`config.mk`:
```
export PLATFORM = sky130hd
export DESIGN_NAME = hunk_object_stream_parser
export DESIGN_NICKNAME = d
export VERILOG_FILES = /design/src/rtl/hosp_pkg.sv /design/src/rtl/hosp_parser.sv /design/src/rtl/hosp_rec_fifo.sv /design/src/rtl/hunk_object_stream_parser.sv
export SDC_FILE = /design/constraint.sdc
export NUM_CORES = 2
export LEC_CHECK = 0
export BUFFER_PORTS_ARGS = -buffer_cell sky130_fd_sc_hd__clkbuf_2
export CAP_MARGIN = 5
export CORE_UTILIZATION = 50
export CTS_BUF_LIST = sky130_fd_sc_hd__clkbuf_8
export DETAILED_ROUTE_END_ITERATION = 10
export PLACE_DENSITY = 0.69
export SLEW_MARGIN = 15
export SYNTH_ARGS = -nofsm -noshare
export SYNTH_HDL_FRONTEND = slang
export SYNTH_SLANG_ARGS = --single-unit
```
`constraint.sdc`:
```
create_clock -name clk_i -period 6.53 [get_ports clk_i]
set_input_delay 1.306 -clock clk_i [delete_from_list [all_inputs] [get_ports clk_i]]
set_output_delay 1.306 -clock clk_i [all_outputs]
set_load 0.05 [all_outputs]
```
`src/rtl/hosp_pkg.sv`:
```
// ----------------------------------------------------------------------------
// hosp_pkg
// Shared types and constants for the hunk object stream parser.
// ----------------------------------------------------------------------------
package hosp_pkg;

  // Hunk type words.
  localparam logic [31:0] HunkCode   = 32'h0000_03E9;
  localparam logic [31:0] HunkData   = 32'h0000_03EA;
  localparam logic [31:0] HunkBss    = 32'h0000_03EB;
  localparam logic [31:0] HunkReloc  = 32'h0000_03EC;
  localparam logic [31:0] HunkSymbol = 32'h0000_03F0;
  localparam logic [31:0] HunkEnd    = 32'h0000_03F2;
  localparam logic [31:0] HunkHeader = 32'h0000_03F3;

  localparam logic [31:0] AllOnes = 32'hFFFF_FFFF;

  // Default hunk number modulus.
  localparam int unsigned MaxSectionsDefault = 256;

  // Depth of the record queue; must be a power of two of at least two.
  localparam int unsigned QueueDepth = 4;

  // Parser phase.
  typedef enum logic [3:0] {
    PH_TYPE, PH_LIBLEN, PH_LIBSKIP, PH_TABLE, PH_FIRST, PH_LAST, PH_SIZES,
    PH_SKIP, PH_RELCNT, PH_RELTGT, PH_RELOFF, PH_SYMLEN, PH_SYMNAME, PH_SYMVAL,
    PH_SIZEWORD_CODE, PH_SIZEWORD_BSS
  } phase_e;

  // Record kind.
  typedef enum logic [2:0] {
    KIND_RELOC   = 3'd0,
    KIND_SECTION = 3'd1,
    KIND_HEADER  = 3'd2,
    KIND_TABLE   = 3'd3,
    KIND_SUMMARY = 3'd4,
    KIND_ERROR   = 3'd5
  } kind_e;

  // One result record.
  typedef struct packed {
    kind_e       kind;
    logic [7:0]  hunk_number;
    logic [7:0]  dest_hunk;
    logic [31:0] value;
    logic [31:0] extra;
    logic [31:0] reloc_count;
    logic        last_of_run;
  } rec_t;

  // Records produced by one word, in order; cnt says how many are valid.
  typedef struct packed {
    logic [1:0] cnt;
    rec_t       r0;
    rec_t       r1;
  } push_t;

endpackage

```
`src/rtl/hosp_parser.sv`:
```
// ----------------------------------------------------------------------------
// hosp_parser
// Parser state registers and the single-pass decode of one stream word into
// up to two records.
// ----------------------------------------------------------------------------
module hosp_parser import hosp_pkg::*; #(
  parameter int unsigned MAX_SECTIONS = MaxSectionsDefault
) (
  input  logic        clk_i,
  input  logic        rst_ni,
  input  logic        take_i,
  input  logic [31:0] word_i,
  input  logic        eos_i,
  output push_t       push_o
);

  localparam logic [16:0] MaxSec = 17'(MAX_SECTIONS);

  phase_e      phase_q, phase_d;
  logic [31:0] words_left_q, words_left_d;
  logic [7:0]  cur_sec_q, cur_sec_d;
  logic [7:0]  rel_tgt_q, rel_tgt_d;
  logic [31:0] byte_pos_q, byte_pos_d;
  logic [7:0]  tbl_idx_q, tbl_idx_d;
  logic [31:0] tbl_len_q, tbl_len_d;
  logic [31:0] first_sec_q, first_sec_d;
  logic [31:0] bss_tot_q, bss_tot_d;
  logic [31:0] hdr_bytes_q, hdr_bytes_d;
  logic [31:0] rel_tot_q, rel_tot_d;
  logic        halted_q, halted_d;

  logic [31:0] wl_dec;
  logic [16:0] sec_inc;
  rec_t        main_rec;
  logic        main_vld;
  rec_t        sum_rec;

  assign wl_dec  = words_left_q - 32'd1;
  assign sec_inc = {9'd0, cur_sec_q} + 17'd1;

  // Decode of one word and the next parser state.
  always_comb begin
    phase_d     = phase_q;
    words_left_d = words_left_q;
    cur_sec_d   = cur_sec_q;
    rel_tgt_d   = rel_tgt_q;
    byte_pos_d  = byte_pos_q;
    tbl_idx_d   = tbl_idx_q;
    tbl_len_d   = tbl_len_q;
    first_sec_d = first_sec_q;
    bss_tot_d   = bss_tot_q;
    hdr_bytes_d = hdr_bytes_q;
    rel_tot_d   = rel_tot_q;
    halted_d    = halted_q;
    main_vld    = 1'b0;
    main_rec    = '0;

    if (!halted_q) begin
      byte_pos_d = byte_pos_q + 32'd4;
      case (phase_q)
        PH_TYPE: begin
          if (word_i == HunkHeader) begin
            tbl_idx_d = '0;
            phase_d   = PH_LIBLEN;
          end else if (word_i == HunkCode || word_i == HunkData) begin
            phase_d = PH_SIZEWORD_CODE;
          end else if (word_i == HunkBss) begin
            phase_d = PH_SIZEWORD_BSS;
          end else if (word_i == HunkReloc) begin
            phase_d = PH_RELCNT;
          end else if (word_i == HunkSymbol) begin
            phase_d = PH_SYMLEN;
          end else if (word_i == HunkEnd) begin
            cur_sec_d = (sec_inc == MaxSec) ? 8'd0 : sec_inc[7:0];
          end else begin
            main_vld       = 1'b1;
            main_rec.kind  = KIND_ERROR;
            main_rec.extra = word_i;
            halted_d       = 1'b1;
          end
        end
        PH_LIBLEN: begin
          if (word_i == '0) begin
            phase_d = PH_TABLE;
          end else begin
            words_left_d = word_i;
            phase_d      = PH_LIBSKIP;
          end
        end
        PH_LIBSKIP: begin
          words_left_d = wl_dec;
          if (wl_dec == '0) phase_d = PH_LIBLEN;
        end
        PH_TABLE: begin
          tbl_len_d = word_i;
          phase_d   = PH_FIRST;
        end
        PH_FIRST: begin
          first_sec_d = word_i;
          phase_d     = PH_LAST;
        end
        PH_LAST: begin
          main_vld       = 1'b1;
          main_rec.kind  = KIND_HEADER;
          main_rec.value = first_sec_q;
          main_rec.extra = word_i;
          words_left_d   = tbl_len_q;
          if (tbl_len_q == '0) begin
            hdr_bytes_d = byte_pos_d;
            phase_d     = PH_TYPE;
          end else begin
            phase_d = PH_SIZES;
          end
        end
        PH_SIZES: begin
          main_vld             = 1'b1;
          main_rec.kind        = KIND_TABLE;
          main_rec.hunk_number = tbl_idx_q;
          main_rec.value       = word_i;
          tbl_idx_d            = tbl_idx_q + 8'd1;
          words_left_d         = wl_dec;
          if (wl_dec == '0) begin
            hdr_bytes_d = byte_pos_d;
            phase_d     = PH_TYPE;
          end
        end
        PH_SIZEWORD_CODE: begin
          main_vld             = 1'b1;
          main_rec.kind        = KIND_SECTION;
          main_rec.hunk_number = cur_sec_q;
          main_rec.value       = byte_pos_d;
          words_left_d         = word_i;
          phase_d              = (word_i == '0) ? PH_TYPE : PH_SKIP;
        end
        PH_SIZEWORD_BSS: begin
          main_vld             = 1'b1;
          main_rec.kind        = KIND_SECTION;
          main_rec.hunk_number = cur_sec_q;
          main_rec.value       = byte_pos_d;
          bss_tot_d            = bss_tot_q + {word_i[29:0], 2'b00};
          phase_d              = PH_TYPE;
        end
        PH_SKIP: begin
          words_left_d = wl_dec;
          if (wl_dec == '0) phase_d = PH_TYPE;
        end
        PH_RELCNT: begin
          // An all-ones count is ignored and the next word is read as a count.
          if (word_i == '0) begin
            phase_d = PH_TYPE;
          end else if (word_i != AllOnes) begin
            words_left_d = word_i;
            phase_d      = PH_RELTGT;
          end
        end
        PH_RELTGT: begin
          rel_tgt_d = word_i[7:0];
          phase_d   = PH_RELOFF;
        end
        PH_RELOFF: begin
          main_vld             = 1'b1;
          main_rec.kind        = KIND_RELOC;
          main_rec.hunk_number = cur_sec_q;
          main_rec.dest_hunk   = rel_tgt_q;
          main_rec.value       = word_i;
          if (rel_tot_q != AllOnes) rel_tot_d = rel_tot_q + 32'd1;
          words_left_d = wl_dec;
          if (wl_dec == '0) phase_d = PH_RELCNT;
        end
        PH_SYMLEN: begin
          if (word_i == '0) begin
            phase_d = PH_TYPE;
          end else begin
            words_left_d = word_i;
            phase_d      = PH_SYMNAME;
          end
        end
        PH_SYMNAME: begin
          words_left_d = wl_dec;
          if (wl_dec == '0) phase_d = PH_SYMVAL;
        end
        PH_SYMVAL: begin
          phase_d = PH_SYMLEN;
        end
        default: begin
          phase_d = PH_TYPE;
        end
      endcase
    end

    // Summary from the state left by this word.
    sum_rec             = '0;
    sum_rec.kind        = KIND_SUMMARY;
    sum_rec.hunk_number = cur_sec_d;
    sum_rec.value       = bss_tot_d;
    sum_rec.extra       = hdr_bytes_d;
    sum_rec.reloc_count = rel_tot_d;
    sum_rec.last_of_run = 1'b1;

    // Pack records in order and flag the final one.
    push_o = '0;
    if (main_vld) begin
      push_o.r0             = main_rec;
      push_o.r0.last_of_run = !eos_i;
      push_o.r1             = sum_rec;
      push_o.cnt            = eos_i ? 2'd2 : 2'd1;
    end else begin
      push_o.r0  = sum_rec;
      push_o.cnt = eos_i ? 2'd1 : 2'd0;
    end
    if (!take_i) push_o.cnt = 2'd0;

    // The end of the stream returns everything to the reset state.
    if (eos_i) begin
      phase_d      = PH_TYPE;
      words_left_d = '0;
      cur_sec_d    = '0;
      rel_tgt_d    = '0;
      byte_pos_d   = '0;
      tbl_idx_d    = '0;
      tbl_len_d    = '0;
      first_sec_d  = '0;
      bss_tot_d    = '0;
      hdr_bytes_d  = '0;
      rel_tot_d    = '0;
      halted_d     = 1'b0;
    end
  end

  // Parser state registers, updated on each accepted word.
  always_ff @(posedge clk_i or negedge rst_ni) begin
    if (!rst_ni) begin
      phase_q      <= PH_TYPE;
      words_left_q <= '0;
      cur_sec_q    <= '0;
      rel_tgt_q    <= '0;
      byte_pos_q   <= '0;
      tbl_idx_q    <= '0;
      tbl_len_q    <= '0;
      first_sec_q  <= '0;
      bss_tot_q    <= '0;
      hdr_bytes_q  <= '0;
      rel_tot_q    <= '0;
      halted_q     <= 1'b0;
    end else if (take_i) begin
      phase_q      <= phase_d;
      words_left_q <= words_left_d;
      cur_sec_q    <= cur_sec_d;
      rel_tgt_q    <= rel_tgt_d;
      byte_pos_q   <= byte_pos_d;
      tbl_idx_q    <= tbl_idx_d;
      tbl_len_q    <= tbl_len_d;
      first_sec_q  <= first_sec_d;
      bss_tot_q    <= bss_tot_d;
      hdr_bytes_q  <= hdr_bytes_d;
      rel_tot_q    <= rel_tot_d;
      halted_q     <= halted_d;
    end
  end

endmodule

```
`src/rtl/hosp_rec_fifo.sv`:
```
// ----------------------------------------------------------------------------
// hosp_rec_fifo
// Small record queue that takes up to two records per cycle and hands out
// one per cycle on the output channel while out_stall_i is low.
// ----------------------------------------------------------------------------
module hosp_rec_fifo import hosp_pkg::*; (
  input  logic  clk_i,
  input  logic  rst_ni,
  input  push_t push_i,
  output logic  room2_o,
  output logic  out_valid_o,
  input  logic  out_stall_i,
  output rec_t  rec_o
);

  localparam int unsigned PtrW = $clog2(QueueDepth);
  localparam int unsigned CntW = PtrW + 1;
  localparam logic [CntW-1:0] DepthC = CntW'(QueueDepth);

  rec_t            mem_q [QueueDepth];
  logic [PtrW-1:0] wr_ptr_q, wr_ptr_d;
  logic [PtrW-1:0] rd_ptr_q, rd_ptr_d;
  logic [CntW-1:0] cnt_q, cnt_d;
  logic            pop;
  logic [PtrW-1:0] wr_ptr_p1;

  assign pop         = (cnt_q != '0) && !out_stall_i;
  assign out_valid_o = (cnt_q != '0);
  assign rec_o       = mem_q[rd_ptr_q];
  assign room2_o     = (DepthC - cnt_q) >= CntW'(2);
  assign wr_ptr_p1   = wr_ptr_q + PtrW'(1);

  // Pointer and fill count updates.
  always_comb begin
    wr_ptr_d = wr_ptr_q + PtrW'(push_i.cnt);
    rd_ptr_d = rd_ptr_q + PtrW'(pop);
    cnt_d    = cnt_q + CntW'(push_i.cnt) - CntW'(pop);
  end

  always_ff @(posedge clk_i or negedge rst_ni) begin
    if (!rst_ni) begin
      wr_ptr_q <= '0;
      rd_ptr_q <= '0;
      cnt_q    <= '0;
    end else begin
      wr_ptr_q <= wr_ptr_d;
      rd_ptr_q <= rd_ptr_d;
      cnt_q    <= cnt_d;
    end
  end

  // Record storage.
  always_ff @(posedge clk_i) begin
    if (push_i.cnt != 2'd0) mem_q[wr_ptr_q] <= push_i.r0;
    if (push_i.cnt == 2'd2) mem_q[wr_ptr_p1] <= push_i.r1;
  end

endmodule

```
`src/rtl/hunk_object_stream_parser.sv`:
```
// ----------------------------------------------------------------------------
// hunk_object_stream_parser
// Parses a stream of hunk-format executable words into result records.
// ----------------------------------------------------------------------------
// The parser takes one 32-bit word per clock cycle and decodes it in the
// same cycle into at most two records (one hunk record and, on the word
// flagged as end of stream, a summary), which enter a four-entry record
// queue. Each record is written into the queue before it appears on the
// output, and one record leaves per cycle while out_stall_i is low. Input
// is stalled whenever the queue has fewer than two free entries, so a
// sustained rate of one word per cycle holds as long as words produce on
// average no more than one record each and the output side keeps up; the
// queue drain rate of one record per cycle sets the limit otherwise.
module hunk_object_stream_parser import hosp_pkg::*; #(
  parameter int unsigned MAX_SECTIONS = MaxSectionsDefault
) (
  input  logic        clk_i,
  input  logic        rst_ni,
  input  logic        in_valid_i,
  output logic        in_stall_o,
  input  logic [31:0] word_i,
  input  logic        end_of_stream_i,
  output logic        out_valid_o,
  input  logic        out_stall_i,
  output logic [2:0]  kind_o,
  output logic [7:0]  hunk_number_o,
  output logic [7:0]  dest_hunk_o,
  output logic [31:0] value_o,
  output logic [31:0] extra_o,
  output logic [31:0] reloc_count_o,
  output logic        last_of_run_o
);

  logic  room2;
  logic  take;
  push_t push;
  rec_t  rec;

  // Input handshake.
  assign in_stall_o = !room2;
  assign take       = in_valid_i && room2;

  hosp_parser #(
    .MAX_SECTIONS(MAX_SECTIONS)
  ) u_parser (
    .clk_i  (clk_i),
    .rst_ni (rst_ni),
    .take_i (take),
    .word_i (word_i),
    .eos_i  (end_of_stream_i),
    .push_o (push)
  );

  hosp_rec_fifo u_fifo (
    .clk_i       (clk_i),
    .rst_ni      (rst_ni),
    .push_i      (push),
    .room2_o     (room2),
    .out_valid_o (out_valid_o),
    .out_stall_i (out_stall_i),
    .rec_o       (rec)
  );

  // Output fields.
  assign kind_o        = rec.kind;
  assign hunk_number_o = rec.hunk_number;
  assign dest_hunk_o   = rec.dest_hunk;
  assign value_o       = rec.value;
  assign extra_o       = rec.extra;
  assign reloc_count_o = rec.reloc_count;
  assign last_of_run_o = rec.last_of_run;

endmodule
```
==> summary.md <==
| Metric | Value |
|---|---|
| PD cells | approximately 460 nW/um^2 |
| Die Wd | around 280 um |
| IO Count | 155 |
| Worst hold path class | flop to flop |
| DP Area | 39400 um^2 |
| Fill cell count | 6234 |
| Final period utilization | 76.0% |
| Num CTS Buffers | between 100 and 150 |
| Initial Util | between 50 and 60% |
| GPL Wtd Cong | 0.961 |
| R2R Setup Slk | ~1.7 ns |
| Post-layout util | 57.0% |
| H-tree depth | 3 |
| Worst reg2reg startpoint | u_parser.phase_q[1]$_DFFE_PN0P_ |
| Total GRT Usage | 33.5% |
| CTS tree | done |
| Hpwl dp | between 80 and 90 mm |
| Post-synth top area cell | edfxtp_1 |
| Top-area cell type share of the netlist area | approximately 34% |
| Asr flop ratio synth | between 30% and 40% |
| Simple-Gate Fraction of Synth Area | 13.5% |
| Mapped Area | about 37000 um^2 |
| Final setup TNS | 0 ns |
| CP Class | input port to flop |
| Fmax | 201 MHz |
| Post-CTS Setup Bufs | 0 |
| Gate Count Post-Synth | approximately 3500 |
| Rel. slew slack | 23.0% |
| Routed WL | 128 mm |
| Maximum vdd drop | roughly 0.30 mV |
| End of the critical path | u_fifo.mem_q[3][89]$_DFFE_PP_ |
| Delay-heaviest family, CP | compound AO/OA/AOI/OAI gates |
| Largest family of logic cells by synthesized area | compound AO/OA/AOI/OAI gates |
| Rows | 99 |
| Root buf cell | clkbuf_8 |
| # DRC | 0 |
| Cell count of the worst reg-to-reg path | 16 |
| Crit path top cell by count | o311ai_0 |
| Mux contribution to synthesized area | roughly 8.0% |
| Critical path startpoint category | input port |
| Initial antenna violation count | 1 |
| Max-cap violation count | 0 |
| Buf+Inv Stages, Crit Path | 1 |
| PostCTS Resize Cnt | 0 |
| Fin. max-slew vios | 0 |
| Syn Area/Cell | between 10 and 15 um^2 |
| RSZ-0062 raised after global routing | false |
| Post-synthesis adder-cell area fraction | between 1.5 and 2% |
| Count of hold-fix buffers inserted at cts | 0 |
| Primary FF master, synth | edfxtp_1 |
| Final clock skew | approximately 0.04 ns |
| Yosys cell types | 86 |
| FF+latch count, synth | 720 |
| Congestion Overflow GR | 0 |
| Full die area | 75800 um^2 |
| CP endpoint kind | flop |
| Seq/Total Area, Yosys | 53.4% |
| Vias | between 30000 and 40000 |
| Worst skew pair latency | between 0.7 and 0.8 ns |
| Wire length per cell | 27.5 um |
| Worst-path clk slew | ~0.060 ns |
| Initial detailed-routing violation count | about 4400 |
| Leakage Power | about 15 nW |
| Status | finished, final reports clean |
| Synth top area cells | edfxtp_1 34%, dfrtp_1 17%, mux4_2 7.0% |
| Yosys synthesis warning count | 0 |
| DIE HEIGHT | approximately 280 um |
| XOR/XNOR share of the synthesized area | 2.58% |
| Compound-Gate Fraction of Synth Area | between 15 and 20% |
| Layout net count | ~3700 |
| Port bufs | approximately 150 |
| # clock sinks | 720 |
| Largest net degree at the start of global routing | 173 |
| Vias in the first global route | ~29000 |
| Critical path arrival | 5.58 ns |
| First-pass GRT wire length | 189 mm |
| Actual slew at the worst max-slew pin | approximately 1.2 ns |
| Vias per cell | approximately 6.7 |
| Core Box Area | 73500 um^2 |
| Critical-path top delay cell | o31ai_1 |
| Max clock buf depth | 3 |
| Levels on crit path | 12 |
| Critical-path cell list | clkbuf_2 -> ha_1 -> fa_1 -> a211oi_1 -> nor2_1 -> o311ai_0 -> a21oi_1 -> o311ai_0 -> a21boi_0 -> o21a_1 -> o31ai_1 -> a22o_1 |
| Post-synth EDFFs | approximately 420 |
| Fraction of layout cells with a size suffix above 1 | 16.6% |
| Final setup fails | 0 |
| Critical Path Start | word_i[0] |
| Max stage delay on crit path | roughly 0.67 ns |
| P&R area growth vs syn | 12.0% |
| Worst path required time | 7.15 ns |
| Hold slack | ~0.47 ns |
| Hold Vio Cnt, Final | 0 |
| Iteration count of the initial detailed-routing pass | 7 |
| Final Cell Area | approximately 42000 um^2 |
| FF-to-FF End | u_fifo.mem_q[3][106]$_DFFE_PP_ |
| Synth Net Count | between 3000 and 4000 |
| Post-route ant nets | 0 |
| Final min period | slightly below 5 ns |
| CP Max Fanout | 10 |
==> Yosys cell counts (all sizes together), types with 21 or more instances <==
cell and n:
nand2 435, edfxtp 424, o21ai 401, nor2 312, dfrtp 256, clkbuf 233, o22ai 165, mux4 116
a21oi 95, nand3 91, a22o 67, xnor2 61, nor3 51, a22oi 49, xor2 49, nor4 47
ha 45, dfxtp 40, nand4 40, inv 39, buf 36, a221oi 33, mux2i 33, and3 31
o31ai 21
==> worst min-delay path by stage <==
stage                                      startpoint                                 to  depth (start not counted)
finish               u_fifo.mem_q[1][97]$_SDFFE_PP0P_   u_fifo.mem_q[1][97]$_SDFFE_PP0P_                          2
global route        u_fifo.mem_q[3][114]$_SDFFE_PP0P_  u_fifo.mem_q[3][114]$_SDFFE_PP0P_                          2
CTS                 u_fifo.mem_q[2][114]$_SDFFE_PP0P_  u_fifo.mem_q[2][114]$_SDFFE_PP0P_                          2
detailed placement  u_fifo.mem_q[3][101]$_SDFFE_PP0P_  u_fifo.mem_q[3][101]$_SDFFE_PP0P_                          2
global placement    u_fifo.mem_q[1][102]$_SDFFE_PP0P_  u_fifo.mem_q[1][102]$_SDFFE_PP0P_                          2
floorplan           u_fifo.mem_q[2][100]$_SDFFE_PP0P_  u_fifo.mem_q[2][100]$_SDFFE_PP0P_                          2
==> layer usage <==
layer / part of all wire, % / track usage [%] / wire [um] / vias to the layer above
met4: 4.7 / 15.1 / 6000 / 0
met1: 40 / 46.5 / 50600 / 15200
met5: 0 / 0 / 0 / -
li1: - / - / - / 13500
met3: 11 / 7.03 / 13700 / 343
met2: 45 / 50.7 / 57300 / 1958
==> cells in the final DEF (no fill, tap or decap), drive strengths merged, types with 19 or more instances in the layout <==
cell,netlist,layout
a21oi,95,95
a221oi,33,33
a22o,67,67
a22oi,49,49
a32oi,20,20
and2,19,19
and3,31,31
buf,36,97
clkbuf,233,296
clkinv,1,32
dfrtp,256,256
dfxtp,40,40
edfxtp,424,424
ha,45,45
inv,39,82
mux2i,33,33
mux4,116,116
nand2,435,435
nand3,91,91
nand4,40,40
nor2,312,312
nor3,51,51
nor4,47,47
o21ai,401,401
o22ai,165,165
o2bb2ai,20,20
o31ai,21,21
xnor2,61,61
xor2,49,49
==> sequential cells by signal (all words and copies together) (netlist names), 30 cells and up <==
register and count:
u_parser.bss_tot_q 30, u_parser.tbl_len_q 32, u_parser.byte_pos_q 30, u_parser.hdr_bytes_q 32, u_parser.first_sec_q 32, u_fifo.mem_q 464
u_parser.words_left_q 32, u_parser.rel_tot_q 32
==> worst register-to-register path, stage by stage (launching register included) <==
cell	delay, ns
dfrtp_1	0.70
nand2b_1	0.35
nor2_2	0.07
buf_4	0.28
nor3_1	0.37
nor2_1	0.14
a21oi_4	0.30
inv_2	0.07
ha_1	0.21
nand2_1	0.21
nor2_1	0.14
nand2_1	0.11
nor2_1	0.11
buf_4	0.18
a21oi_4	0.69
buf_4	0.44
o22ai_1	0.13
==> where the power goes <==
part	switching (mW)	leakage (nW)	total, mW	internal (mW)
clock network	1.91	1.44	4.13	2.23
registers	0.864	7.68	6.76	5.90
logic	6.12	5.95	8.56	2.44
total	8.89	15.1	19.5	10.6
==> cells by family after synthesis <==
| family | after synthesis |
|---|---|
| AO/OA/AOI/OAI | 1029 |
| XOR/XNOR | 110 |
| adder cells (fa/ha/maj) | 47 |
| buffers and inverters | 309 |
| flip-flops | 720 |
| multiplexers | 154 |
| AND/OR/NAND/NOR | 1108 |
==> per-stage QoR <==
step	setup slack, ns	total power [mW]	instances
detailed placement	1.01	15.3	4417
finish	1.57	19.5	4644
global route	1.46	20.2	4643
floorplan	0.433	12.5	3477
global placement	1.00	15.2	4417
CTS	1.78	19.4	4642
==> cell type report <==
type,count,area (um^2),share of cell area [%]
clock buffer,143,1970,4.70
inverter,40,150,0.359
tap,959,1200,2.87
antenna,2,5.00,0.0120
multi-input combinational,2448,16400,39.3
sequential,720,19900,47.7
timing repair buffer,250,1630,3.89
clock inverter,82,526,1.26
No activity file was read; power rests on OpenSTA's default activity.
